$ cat src/rtl/xcfr_pkg.sv
`timescale 1ns / 1ps
`default_nettype none
// ----------------------------------------------------------------------------
// xcfr_pkg
// Shared constants and types of the XOR-checked frame receiver.
// ----------------------------------------------------------------------------
package xcfr_pkg;

    localparam int MAX_PAYLOAD = 32;
    localparam int CNT_W       = $clog2(MAX_PAYLOAD + 1);
    localparam int ADDR_W      = (MAX_PAYLOAD > 1) ? $clog2(MAX_PAYLOAD) : 1;
    localparam int Q_DEPTH     = 2;
    localparam int QPTR_W      = (Q_DEPTH > 1) ? $clog2(Q_DEPTH) : 1;
    localparam int QCNT_W      = $clog2(Q_DEPTH + 1);

    localparam logic [7:0] SYNC_RESET = 8'd164;

    typedef enum logic [1:0] {
        ST_MSG  = 2'd0,
        ST_CSUM = 2'd1,
        ST_LEN  = 2'd2
    } t_status;

    typedef struct packed {
        t_status    status;
        logic [7:0] id;
        logic [7:0] length;
    } t_job;

    typedef struct packed {
        logic              en;
        logic [ADDR_W-1:0] addr;
        logic [7:0]        data;
    } t_mem_wr;

endpackage

`default_nettype wire

$ cat src/rtl/xcfr_front.sv
`timescale 1ns / 1ps
`default_nettype none
// ----------------------------------------------------------------------------
// xcfr_front
// Frame parser: hunts for sync, checks length and checksum, stores payload
// bytes and posts one job per finished frame or error.
// ----------------------------------------------------------------------------
module xcfr_front import xcfr_pkg::*; (
    input  wire logic    i_clk,
    input  wire logic    i_rst_n,
    input  wire logic    i_cfg_valid,
    input  wire logic [7:0] i_cfg_data,
    input  wire logic    i_in_valid,
    output logic         o_in_ready,
    input  wire logic [7:0] i_rx_byte,
    input  wire logic    i_q_full,
    input  wire logic    i_back_busy,
    output logic         o_push,
    output t_job         o_push_job,
    output t_mem_wr      o_mem_wr
);

    typedef enum logic [3:0] {
        PH_HUNT = 4'b0001,
        PH_LEN  = 4'b0010,
        PH_ID   = 4'b0100,
        PH_BODY = 4'b1000
    } t_phase;

    t_phase           r_phase, n_phase;
    logic [7:0]       r_sync;
    logic [7:0]       r_len, n_len;
    logic [7:0]       r_id, n_id;
    logic [CNT_W-1:0] r_count, n_count;
    logic [7:0]       r_xor, n_xor;
    logic             accept;
    logic             body_data;

    assign body_data  = (r_phase == PH_BODY) && (8'(r_count) < r_len);
    assign o_in_ready = !i_q_full && !(body_data && i_back_busy);
    assign accept     = i_in_valid && o_in_ready;

    always_comb begin
        n_phase    = r_phase;
        n_len      = r_len;
        n_id       = r_id;
        n_count    = r_count;
        n_xor      = r_xor;
        o_push     = 1'b0;
        o_push_job = '{status: ST_MSG, id: r_id, length: r_len};
        o_mem_wr   = '{en: 1'b0, addr: ADDR_W'(r_count), data: i_rx_byte};
        if (accept) begin
            case (r_phase)
                PH_HUNT: begin
                    if (i_rx_byte == r_sync) begin
                        n_xor   = i_rx_byte;
                        n_count = '0;
                        n_phase = PH_LEN;
                    end
                end
                PH_LEN: begin
                    if (i_rx_byte > 8'(MAX_PAYLOAD)) begin
                        o_push     = 1'b1;
                        o_push_job = '{status: ST_LEN, id: 8'd0, length: i_rx_byte};
                        n_phase    = PH_HUNT;
                        n_len      = '0;
                        n_id       = '0;
                        n_count    = '0;
                        n_xor      = '0;
                    end else begin
                        n_len   = i_rx_byte;
                        n_xor   = r_xor ^ i_rx_byte;
                        n_phase = PH_ID;
                    end
                end
                PH_ID: begin
                    n_id    = i_rx_byte;
                    n_xor   = r_xor ^ i_rx_byte;
                    n_count = '0;
                    n_phase = PH_BODY;
                end
                PH_BODY: begin
                    if (body_data) begin
                        o_mem_wr.en = 1'b1;
                        n_xor       = r_xor ^ i_rx_byte;
                        n_count     = r_count + 1'b1;
                    end else begin
                        o_push = 1'b1;
                        if (i_rx_byte != r_xor) begin
                            o_push_job.status = ST_CSUM;
                        end
                        n_phase = PH_HUNT;
                        n_len   = '0;
                        n_id    = '0;
                        n_count = '0;
                        n_xor   = '0;
                    end
                end
                default: begin
                    n_phase = PH_HUNT;
                end
            endcase
        end
    end

    always_ff @(posedge i_clk) begin
        if (!i_rst_n) begin
            r_phase <= PH_HUNT;
            r_sync  <= SYNC_RESET;
            r_len   <= '0;
            r_id    <= '0;
            r_count <= '0;
            r_xor   <= '0;
        end else begin
            r_phase <= n_phase;
            r_len   <= n_len;
            r_id    <= n_id;
            r_count <= n_count;
            r_xor   <= n_xor;
            if (i_cfg_valid) begin
                r_sync <= i_cfg_data;
            end
        end
    end

endmodule

`default_nettype wire

$ cat src/rtl/xcfr_queue.sv
`timescale 1ns / 1ps
`default_nettype none
// ----------------------------------------------------------------------------
// xcfr_queue
// Short job queue between the parser and the replay engine.
// ----------------------------------------------------------------------------
module xcfr_queue import xcfr_pkg::*; (
    input  wire logic i_clk,
    input  wire logic i_rst_n,
    input  wire logic i_push,
    input  t_job      i_push_job,
    output logic      o_full,
    input  wire logic i_pop,
    output t_job      o_pop_job,
    output logic      o_empty
);

    t_job              r_slot [Q_DEPTH];
    logic [QPTR_W-1:0] r_wr_ptr;
    logic [QPTR_W-1:0] r_rd_ptr;
    logic [QCNT_W-1:0] r_count;
    logic              do_push;
    logic              do_pop;

    assign o_full    = (r_count == QCNT_W'(Q_DEPTH));
    assign o_empty   = (r_count == '0);
    assign o_pop_job = r_slot[r_rd_ptr];
    assign do_push   = i_push && !o_full;
    assign do_pop    = i_pop && !o_empty;

    always_ff @(posedge i_clk) begin
        if (do_push) begin
            r_slot[r_wr_ptr] <= i_push_job;
        end
    end

    always_ff @(posedge i_clk) begin
        if (!i_rst_n) begin
            r_wr_ptr <= '0;
            r_rd_ptr <= '0;
            r_count  <= '0;
        end else begin
            if (do_push) begin
                r_wr_ptr <= (r_wr_ptr == QPTR_W'(Q_DEPTH - 1)) ? '0 : r_wr_ptr + 1'b1;
            end
            if (do_pop) begin
                r_rd_ptr <= (r_rd_ptr == QPTR_W'(Q_DEPTH - 1)) ? '0 : r_rd_ptr + 1'b1;
            end
            case ({do_push, do_pop})
                2'b10:   r_count <= r_count + 1'b1;
                2'b01:   r_count <= r_count - 1'b1;
                default: r_count <= r_count;
            endcase
        end
    end

endmodule

`default_nettype wire

$ cat src/rtl/xcfr_back.sv
`timescale 1ns / 1ps
`default_nettype none
// ----------------------------------------------------------------------------
// xcfr_back
// Replay engine: holds the payload buffer and turns each job into a run of
// result beats.
// ----------------------------------------------------------------------------
module xcfr_back import xcfr_pkg::*; (
    input  wire logic  i_clk,
    input  wire logic  i_rst_n,
    input  t_mem_wr    i_mem_wr,
    input  wire logic  i_q_empty,
    input  t_job       i_job,
    output logic       o_pop,
    output logic       o_busy,
    output logic       o_out_valid,
    input  wire logic  i_out_ready,
    output logic [1:0] o_status,
    output logic [7:0] o_message_id,
    output logic [7:0] o_message_length,
    output logic [4:0] o_byte_index,
    output logic [7:0] o_payload_byte,
    output logic       o_last
);

    typedef enum logic [3:0] {
        S_IDLE = 4'b0001,
        S_READ = 4'b0010,
        S_LOAD = 4'b0100,
        S_OUT  = 4'b1000
    } t_state;

    logic [7:0]       mem [MAX_PAYLOAD];
    logic [7:0]       r_rd_data;
    t_state           r_state;
    t_job             r_job;
    logic [CNT_W-1:0] r_idx;
    logic             r_out_valid;
    t_status          r_status;
    logic [7:0]       r_id;
    logic [7:0]       r_length;
    logic [4:0]       r_index;
    logic [7:0]       r_payload;
    logic             r_last;
    logic             single;

    always_ff @(posedge i_clk) begin
        if (i_mem_wr.en) begin
            mem[i_mem_wr.addr] <= i_mem_wr.data;
        end
        r_rd_data <= mem[ADDR_W'(r_idx)];
    end

    assign single = (r_job.status != ST_MSG) || (r_job.length == 8'd0);
    assign o_pop  = (r_state == S_IDLE) && !i_q_empty;
    assign o_busy = (r_state != S_IDLE);

    always_ff @(posedge i_clk) begin
        if (!i_rst_n) begin
            r_state     <= S_IDLE;
            r_idx       <= '0;
            r_out_valid <= 1'b0;
        end else begin
            case (r_state)
                S_IDLE: begin
                    if (!i_q_empty) begin
                        r_job   <= i_job;
                        r_idx   <= '0;
                        r_state <= S_READ;
                    end
                end
                S_READ: begin
                    r_state <= S_LOAD;
                end
                S_LOAD: begin
                    r_out_valid <= 1'b1;
                    r_status    <= r_job.status;
                    r_id        <= r_job.id;
                    r_length    <= r_job.length;
                    r_index     <= 5'(r_idx);
                    r_payload   <= single ? 8'd0 : r_rd_data;
                    r_last      <= single || ((8'(r_idx) + 8'd1) == r_job.length);
                    r_state     <= S_OUT;
                end
                S_OUT: begin
                    if (i_out_ready) begin
                        r_out_valid <= 1'b0;
                        if (r_last) begin
                            r_state <= S_IDLE;
                        end else begin
                            r_idx   <= r_idx + 1'b1;
                            r_state <= S_READ;
                        end
                    end
                end
                default: begin
                    r_state     <= S_IDLE;
                    r_out_valid <= 1'b0;
                end
            endcase
        end
    end

    assign o_out_valid      = r_out_valid;
    assign o_status         = r_status;
    assign o_message_id     = r_id;
    assign o_message_length = r_length;
    assign o_byte_index     = r_index;
    assign o_payload_byte   = r_payload;
    assign o_last           = r_last;

endmodule

`default_nettype wire

$ cat src/rtl/xor_checked_frame_receiver.sv
`timescale 1ns / 1ps
`default_nettype none
// ----------------------------------------------------------------------------
// xor_checked_frame_receiver
// Sync, length, id, payload and XOR checksum deframer with buffered replay.
//
// Channel   Handshake                  Payload
// cfg       i_cfg_valid / o_cfg_ready  i_cfg_data (sync byte)
// in        i_in_valid / o_in_ready    i_rx_byte
// out       o_out_valid / i_out_ready  o_status, o_message_id, o_message_length,
//                                      o_byte_index, o_payload_byte, o_last
//
// The parser takes one byte beat per cycle while the job queue is not full.
// A payload byte waits while an earlier job is queued or being replayed,
// since both share the buffer. Replay picks a job, then for each result beat
// does a buffer read, output load and output beat; the buffer read is registered.
// Reset sets the sync byte to 164 and the parser to hunting; no clearing pass.
// ----------------------------------------------------------------------------
module xor_checked_frame_receiver import xcfr_pkg::*; (
    input  wire logic       i_clk,
    input  wire logic       i_rst_n,
    input  wire logic       i_cfg_valid,
    output logic            o_cfg_ready,
    input  wire logic [7:0] i_cfg_data,
    input  wire logic       i_in_valid,
    output logic            o_in_ready,
    input  wire logic [7:0] i_rx_byte,
    output logic            o_out_valid,
    input  wire logic       i_out_ready,
    output logic [1:0]      o_status,
    output logic [7:0]      o_message_id,
    output logic [7:0]      o_message_length,
    output logic [4:0]      o_byte_index,
    output logic [7:0]      o_payload_byte,
    output logic            o_last
);

    logic    q_full;
    logic    q_empty;
    logic    push;
    logic    pop;
    t_job    push_job;
    t_job    pop_job;
    t_mem_wr mem_wr;
    logic    back_active;
    logic    back_busy;

    assign o_cfg_ready = 1'b1;
    assign back_busy   = back_active || !q_empty;

    xcfr_front u_front (
        .i_clk       (i_clk),
        .i_rst_n     (i_rst_n),
        .i_cfg_valid (i_cfg_valid),
        .i_cfg_data  (i_cfg_data),
        .i_in_valid  (i_in_valid),
        .o_in_ready  (o_in_ready),
        .i_rx_byte   (i_rx_byte),
        .i_q_full    (q_full),
        .i_back_busy (back_busy),
        .o_push      (push),
        .o_push_job  (push_job),
        .o_mem_wr    (mem_wr)
    );

    xcfr_queue u_queue (
        .i_clk      (i_clk),
        .i_rst_n    (i_rst_n),
        .i_push     (push),
        .i_push_job (push_job),
        .o_full     (q_full),
        .i_pop      (pop),
        .o_pop_job  (pop_job),
        .o_empty    (q_empty)
    );

    xcfr_back u_back (
        .i_clk            (i_clk),
        .i_rst_n          (i_rst_n),
        .i_mem_wr         (mem_wr),
        .i_q_empty        (q_empty),
        .i_job            (pop_job),
        .o_pop            (pop),
        .o_busy           (back_active),
        .o_out_valid      (o_out_valid),
        .i_out_ready      (i_out_ready),
        .o_status         (o_status),
        .o_message_id     (o_message_id),
        .o_message_length (o_message_length),
        .o_byte_index     (o_byte_index),
        .o_payload_byte   (o_payload_byte),
        .o_last           (o_last)
    );

endmodule

`default_nettype wire

$ cat config.mk
export PLATFORM = sky130hd
export DESIGN_NAME = xor_checked_frame_receiver
export DESIGN_NICKNAME = d
export VERILOG_FILES = /design/src/rtl/xcfr_pkg.sv /design/src/rtl/xcfr_front.sv /design/src/rtl/xcfr_queue.sv /design/src/rtl/xcfr_back.sv /design/src/rtl/xor_checked_frame_receiver.sv
export SDC_FILE = /design/constraint.sdc
export NUM_CORES = 1
export LEC_CHECK = 0
export ABC_CLOCK_PERIOD_IN_PS = 4250
export BUFFER_PORTS_ARGS = -buffer_cell sky130_fd_sc_hd__clkbuf_2
export CAP_MARGIN = 20
export CORE_UTILIZATION = 50
export CTS_BUF_LIST = sky130_fd_sc_hd__clkbuf_16
export CTS_CLUSTER_DIAMETER = 150
export CTS_CLUSTER_SIZE = 40
export DETAILED_ROUTE_END_ITERATION = 16
export PLACE_DENSITY_LB_ADDON = 0.2
export SYNTH_ARGS = -nofsm -noshare
export SYNTH_HDL_FRONTEND = slang
export SYNTH_SLANG_ARGS = --single-unit
$ cat constraint.sdc
create_clock -name i_clk -period 4.25 [get_ports i_clk]
set_input_delay 0.425 -clock i_clk [delete_from_list [all_inputs] [get_ports i_clk]]
set_output_delay 0.425 -clock i_clk [all_outputs]
set_load 0.005 [all_outputs]
==> qor.yml, run 1 <==
layout:
  nNetsFinal: 1029
  final_cell_area_sq_um: 17600
  antenna_cells: 0
  syn_to_final_growth_pct: 7.45
  n_fill_cell: 2461
  final_common_cell: "edfxtp_1"
  seqCellArea_sq_um: 11600
  most-common-layout-cells: "edfxtp_1, mux4_2, dfxtp_1"
  multi_input_area_sq_um: 4520
  drive_above_1_share_pct: 22.8
  utilization_pct: 55.2
floorplan:
  ios: 56
  die_area_sq_um: 33600
  initial_utilization_pct: 51.4
  die_x_microns: 183
  core_area_sq_um: 32000
  die_h_microns: 183
  rows: 65
pwr:
  pwr-share-clk_pct: 27.9
  power.leakage_nw: 5.62
  swShare_pct: 20.9
  combPwrFrac_pct: 4.2
  power.switching_mw: 1.34
  vdd_ir_drop_max_v: 0.000223
  p_int_mw: 5.07
  power_density_nw_per_um2: 364
  power_frac_seq_pct: 68.0
timing:
  fin_crit_sh_pct: 80.0
  slew_viol_final: 0
  hold_viol_final: 0
  timing.fmax_ghz: 0.294
  finalClockSkew_ns: 0.0451
  finalSetupViolCount: 0
  rsz0062_at_grt: "no"
  period_minus_slack_ns: 3.40
  whs_ns: 0.105
  tns_ns: 0
  slew_headroom_pct: 27.5
  worst_pin_slew_ns: 1.09
clocking:
  clockBufferDepth: 3
  h-tree-depth: 1
  cts-root-buf: "clkbuf_16"
  post_cts_buffers: 0
  cts-resized-gates: 0
  clock_latency_ns: 0.53
  numCtsBuffers: 14
  cts_sinks: 407
  cts.hold.buffers_added: 0
  clk_pin_slew_ns: 0.14
  cts_tree: "built"
setup_path:
  critPathLaunchType: "register"
  r2r-end: "u_back.mem[5][4]"
  worst-path-max-fanout: 10
  r2r_cells: 7
  end_kind: "register"
  r2r_slack_ns: 0.85
  worstPathArrival_ns: 3.56
  r2r-start: "u_front.r_count[3]"
  crit_type: "register to register"
  crit_required_ns: 4.41
global_route:
  antenna_found_initial: 0
  grt.busiest_layer: "met1"
  grt_remaining_overflow: 0
  grt_max_degree: 42
  grtUsageTotal_pct: 20.3
  grt_use_met1_pct: 31.8
  grt_pass1_wl_microns: 51000
  grt_pass1_vias: 8069
  grt_use_met2_pct: 30.7
  grtUsageMet3_pct: 2.44
routing:
  wire_per_inst_microns: 23.1
  antenna_left: 0
  wirelength_microns: 33200
  post_drt_via_cell_ratio: 5.75
  drt_iter0_drc: 810
  drc: 0
  firstDrtPassIters: 5
  num_vias: 8273
yosys:
  synth.yosys.seq_area_share_pct: 70.5
  yosys_warnings: 0
  synth_edf_count: 342
  avgSynthCellArea_sq_um: 17.2
  yosysUniqueCellTypes: 58
  ys.flop_type: "edfxtp_1"
  syn-cell-area_sq_um: 16400
  synth-seq-cells: 407
  syn_nets: 986
  synthCells: 954
  synthArstFlopShare_pct: 0
place:
  io_buffers: 54
  dpl.hpwl_microns: 22400
  gp_congestion: 0.780
  dpl_cell_area_sq_um: 17200
min_path:
  hp-class: "input pin to register"
  whs_endpoint: "u_front.r_sync[2]"
  min_from: "i_cfg_data[2]"
  min_path_cells: 3
job:
  max_cap_violations: 0
status:
  status: "finished, final reports clean"
-- cells in the mapped netlist (3+ instances only) --
master	instances	area, sq um
nor2_1	57	214
mux4_2	80	1800
and3_1	3	18.8
a21oi_1	24	120
a21boi_0	4	30.0
nor2b_1	5	31.3
o21ai_0	25	125
nor4_1	9	56.3
inv_1	16	60.1
clkbuf_1	22	82.6
mux2_2	33	372
nor3b_1	5	37.5
o32ai_1	3	26.3
xor2_1	25	219
mux2i_1	13	130
a211oi_2	3	37.5
nand2b_1	18	113
o211ai_1	4	30.0
buf_1	8	30.0
nor3_1	8	40.0
nand4_1	6	37.5
nand3b_1	5	37.5
o21a_1	4	30.0
nand2_1	24	90.1
a32o_1	10	100
xnor2_1	5	43.8
nand3_1	23	115
and2_1	30	188
a31oi_1	4	25.0
buf_2	20	100
buf_6	4	45.0
ha_1	11	138
buf_4	3	22.5
dfxtp_1	65	1300
a211oi_1	5	37.5
edfxtp_1	342	10300
-- worst max-delay path, cell delays in order (launching register included) --
cell,delay [ns]
dfxtp_1,0.52
ha_1,0.30
a211oi_1,0.24
nand2_1,0.09
o21ai_0,0.20
and2_1,0.32
nand4_1,0.54
nor2_1,0.82
-- state kept, by name (all words and copies together), names as in the netlist, 2 cells and up --
register and count:
u_front.r_sync 8, u_front.r_xor 8, u_back.o_status 2, u_back.r_state 4, u_back.r_rd_data 8, u_front.r_id 8
u_back.o_byte_index 5, u_back.mem 256, u_back.o_payload_byte 8, u_back.r_job 18, u_front.r_phase 4, u_back.o_message_length 8
u_front.r_count 6, u_back.o_message_id 8, u_front.r_len 8, u_queue.r_count 2, u_back.r_idx 6, u_queue.r_slot 36
-- metrics by stage --
stage / cells / power (mW) / setup WS [ns]
2_1_floorplan: 954 / 4.61 / 0.876
3_3_place_gp: 1415 / 4.71 / 0.937
3_5_place_dp: 1416 / 4.72 / 0.828
4_1_cts: 1440 / 6.46 / 0.804
5_1_grt: 1440 / 6.62 / 0.625
6_report: 1440 / 6.41 / 0.852
-- power by group through the flow --
stage | sequential, mW | clock, mW | combinational (mW)
2_1_floorplan | 4.43 | 0 | 0.177
4_1_cts | 4.36 | 1.84 | 0.270
5_1_grt | 4.36 | 1.96 | 0.291
3_5_place_dp | 4.45 | 0 | 0.269
3_3_place_gp | 4.45 | 0 | 0.264
6_report | 4.36 | 1.79 | 0.267
-- final cells by class --
cell class / instances / share of cell area (%)
sequential: 407 / 65.6
multi-input combinational: 473 / 25.6
tap: 435 / 3.08
timing repair buffer: 84 / 2.88
clock buffer: 15 / 2.13
inverter: 17 / 0.362
clock inverter: 9 / 0.340
-- logic make-up after synthesis --
kind of cell             Yosys count  share of synthesized area [%]
AND/OR/NAND/NOR                  207                           6.83
buffers and inverters             74                           2.10
AO/OA/AOI/OAI                     98                           4.11
flip-flops                       407                           70.5
XOR/XNOR                          30                           1.60
adder cells (fa/ha/maj)           11                          0.838
other                              1                         0.0228
multiplexers                     126                           14.0
-- worst max-delay path by stage --
stage	from	end	slack, ns	depth (start not counted)
after global routing	u_front.r_count[3]	u_back.mem[2][4]	0.63	7
after floorplan	i_rst_n	u_back.o_byte_index[0]	0.88	3
final	u_front.r_count[3]	u_back.mem[5][4]	0.85	7
after global placement	u_front.r_count[3]	u_back.mem[5][4]	0.94	7
after CTS	u_front.r_count[3]	u_back.mem[5][3]	0.80	7
after detailed placement	u_front.r_count[3]	u_back.mem[5][2]	0.83	7
-- routing by layer --
metal | vias up | routed length, microns | share of wire (%)
met4 | 0 | 728 | 2.2
met2 | 245 | 15000 | 45
met1 | 4209 | 15900 | 48
met5 | - | 0 | 0
li1 | 3784 | - | -
met3 | 35 | 1630 | 4.9
No activity file was read; power rests on OpenSTA's default activity.
==> run 2, diff against run 1 <==
ABC_CLOCK_PERIOD_IN_PS = 3450   (was 4250)
clock period = 3.45 ns   (was 4.25 ns; I/O delays follow)
==> run 2 against run 1 <==
Flip-flop and latch count did not move. Via count rose by 1.3%. Global-route usage rose by 0.072 points. Worst setup slack got worse by 0.54 ns. Clock skew rose by 0.0095 ns. Sequential share of layout area fell by 0.74 points. Clock power rose by 24%. Core utilization rose by 0.63 points. Combinational power rose by 23%. First-iteration DRC count fell by 18%. Hold slack got worse by 0.091 ns. Largest cell class unchanged. Largest power group unchanged. Highest routed layer is now met5.
==> qor.yml, run 2 (same netlist as run 1, synthesis figures left out) <==
layout:
  reg_top3: "u_back.mem x256, u_queue.r_slot x36, u_back.r_job x18"
  most-common-layout-cells: "edfxtp_1, mux4_2, dfxtp_1"
  n_fill_cell: 2460  # -0.041%
  syn_to_final_growth_pct: 8.67
  final_common_cell: "edfxtp_1"
  drive_above_1_share_pct: 24.4  # +1.6 points
  multi_input_area_sq_um: 4520  # unchanged
  seqCellArea_sq_um: 11600  # unchanged
  largest_reg_flops: 256  # unchanged
  nNetsFinal: 1052  # +2.2%
  regMostFlops: "u_back.mem"
timing:
  worst_pin_slew_ns: 0.893  # -0.193 ns
  hold_viol_final: 0  # unchanged
  fin_crit_sh_pct: 91.0  # +11 points
  period_minus_slack_ns: 3.14  # -0.258 ns
  slew_viol_final: 0  # unchanged
  rsz0062_at_grt: "no"
  finalSetupViolCount: 0  # unchanged
  timing.fmax_ghz: 0.318  # +8.2%
  tns_ns: 0  # unchanged
  whs_ns: 0.0142  # -0.0907 ns
  finalClockSkew_ns: 0.0547  # +0.00950 ns
  slew_headroom_pct: 40.1  # +13 points
status:
  status: "finished, final reports clean"
global_route:
  grt_max_degree: 42  # unchanged
  grt_pass1_vias: 8048  # -0.26%
  antenna_found_initial: 2  # +2
  grt_pass1_wl_microns: 50800  # -0.39%
  grtUsageTotal_pct: 20.4  # +0.072 points
  grt_remaining_overflow: 0  # unchanged
pwr:
  power_density_nw_per_um2: 444  # +22%
  vdd_ir_drop_max_v: 0.000367  # +65%
  power.leakage_nw: 5.75  # +2.3%
  power_mw: 7.92  # +24%
setup_path:
  critPathLaunchType: "register"
  crit_required_ns: 3.70  # -0.71 ns
  worst-path-max-fanout: 10  # unchanged
  end_kind: "register"
  crit_path_start: "u_front.r_count[3]"
  r2r-start: "u_front.r_count[3]"
  crit_type: "register to register"
  worstPathArrival_ns: 3.39  # -0.17 ns
floorplan:
  ios: 56  # unchanged
  die_area_sq_um: 33600  # unchanged
  die_x_microns: 183  # unchanged
  die_h_microns: 183  # unchanged
  initial_utilization_pct: 51.4  # unchanged
  core_area_sq_um: 32000  # unchanged
  rows: 65  # unchanged
clocking:
  clock_latency_ns: 0.54  # about the same
  clockBufferDepth: 3  # unchanged
  numCtsBuffers: 14  # unchanged
  cts_sinks: 407  # unchanged
  cts_tree: "built"
  clk_pin_slew_ns: 0.15  # about the same
  cts-resized-gates: 0  # unchanged
  h-tree-depth: 1  # unchanged
  cts-root-buf: "clkbuf_16"
routing:
  wire_per_inst_microns: 22.8  # -1.4%
  antenna_left: 0  # unchanged
  firstDrtPassIters: 5  # unchanged
  num_vias: 8378  # +1.3%
  post_drt_via_cell_ratio: 5.72  # -0.39%
  drc: 0  # unchanged
  wirelength_microns: 33300  # +0.20%
  drt_iter0_drc: 665  # -18%
job:
  max_cap_violations: 0  # unchanged
place:
  gp_congestion: 0.793  # +1.6%
  io_buffers: 54  # unchanged
  dpl.hpwl_microns: 22500  # +0.40%
min_path:
  hp-class: "input pin to register"
  min_from: "i_cfg_data[5]"
## run 2: cell count changes in the layout (fill, tap and decap cells not counted), sizes merged
cell         previous run  this run
clkinv                  2         1
diode                   0         1
inv                    24        25
buf                    30        52
dlygate4sd3             0         1
## run 2: final timing paths
path                            endpoint  slack (ns)  cells past startpoint
setup / recovery        u_back.mem[0][0]        0.31                      8
hold / removal         u_front.r_sync[5]        0.01                      3
setup reg to reg        u_back.mem[0][0]        0.31                      8
hold reg to reg   u_back.o_message_id[7]        0.44                      0
## run 2: metrics by stage
stage / instances / area [sq um] / worst slack, ns / utilization (%)
after CTS: 1462 / 17800 / 0.347 / 55.8
after floorplan: 954 / 16400 / 0.142 / -
after global placement: 1437 / 17400 / 0.463 / 54.4
after detailed placement: 1437 / 17400 / 0.405 / 54.4
after global routing: 1463 / 17800 / 0.108 / 55.8
final: 1464 / 17800 / 0.309 / 55.8
## run 2: repair_timing
item                                   4_1_cts  5_1_grt
endpoints found under the hold margin        1        0
hold buffers                                 1        0
buffers inserted                             0        0
## run 2: layout make-up
cell class / instances / share of cell area (%)
clock buffers: 15 / 2.10
well taps: 435 / 3.05
multi-input cells: 473 / 25.3
flip-flops and latches: 407 / 64.9
inverters: 17 / 0.358
repair buffers: 107 / 3.95
diodes: 1 / 0.0140
clock inverters: 9 / 0.337
## run 2: where the power goes
group          switching, mW  total [mW]  internal [mW]
clock network           1.40        2.22          0.821
registers             0.0447        5.37           5.33
logic                  0.225       0.328          0.103
total                   1.67        7.92           6.25
## run 2: per-layer routing
metal  wire (microns)  GRT usage, %
met4              618          4.60
met1            15300          30.4
met2            15400          31.7
met3             1960          3.42
met5               13             0
## run 2: critical path, stage by stage (launching register included)
cell,delay (ns)
dfxtp_1,0.52
ha_1,0.31
a211oi_1,0.26
nand2_1,0.10
o21ai_0,0.21
and2_1,0.35
nand4_1,0.60
nor2_1,0.30
buf_4,0.20
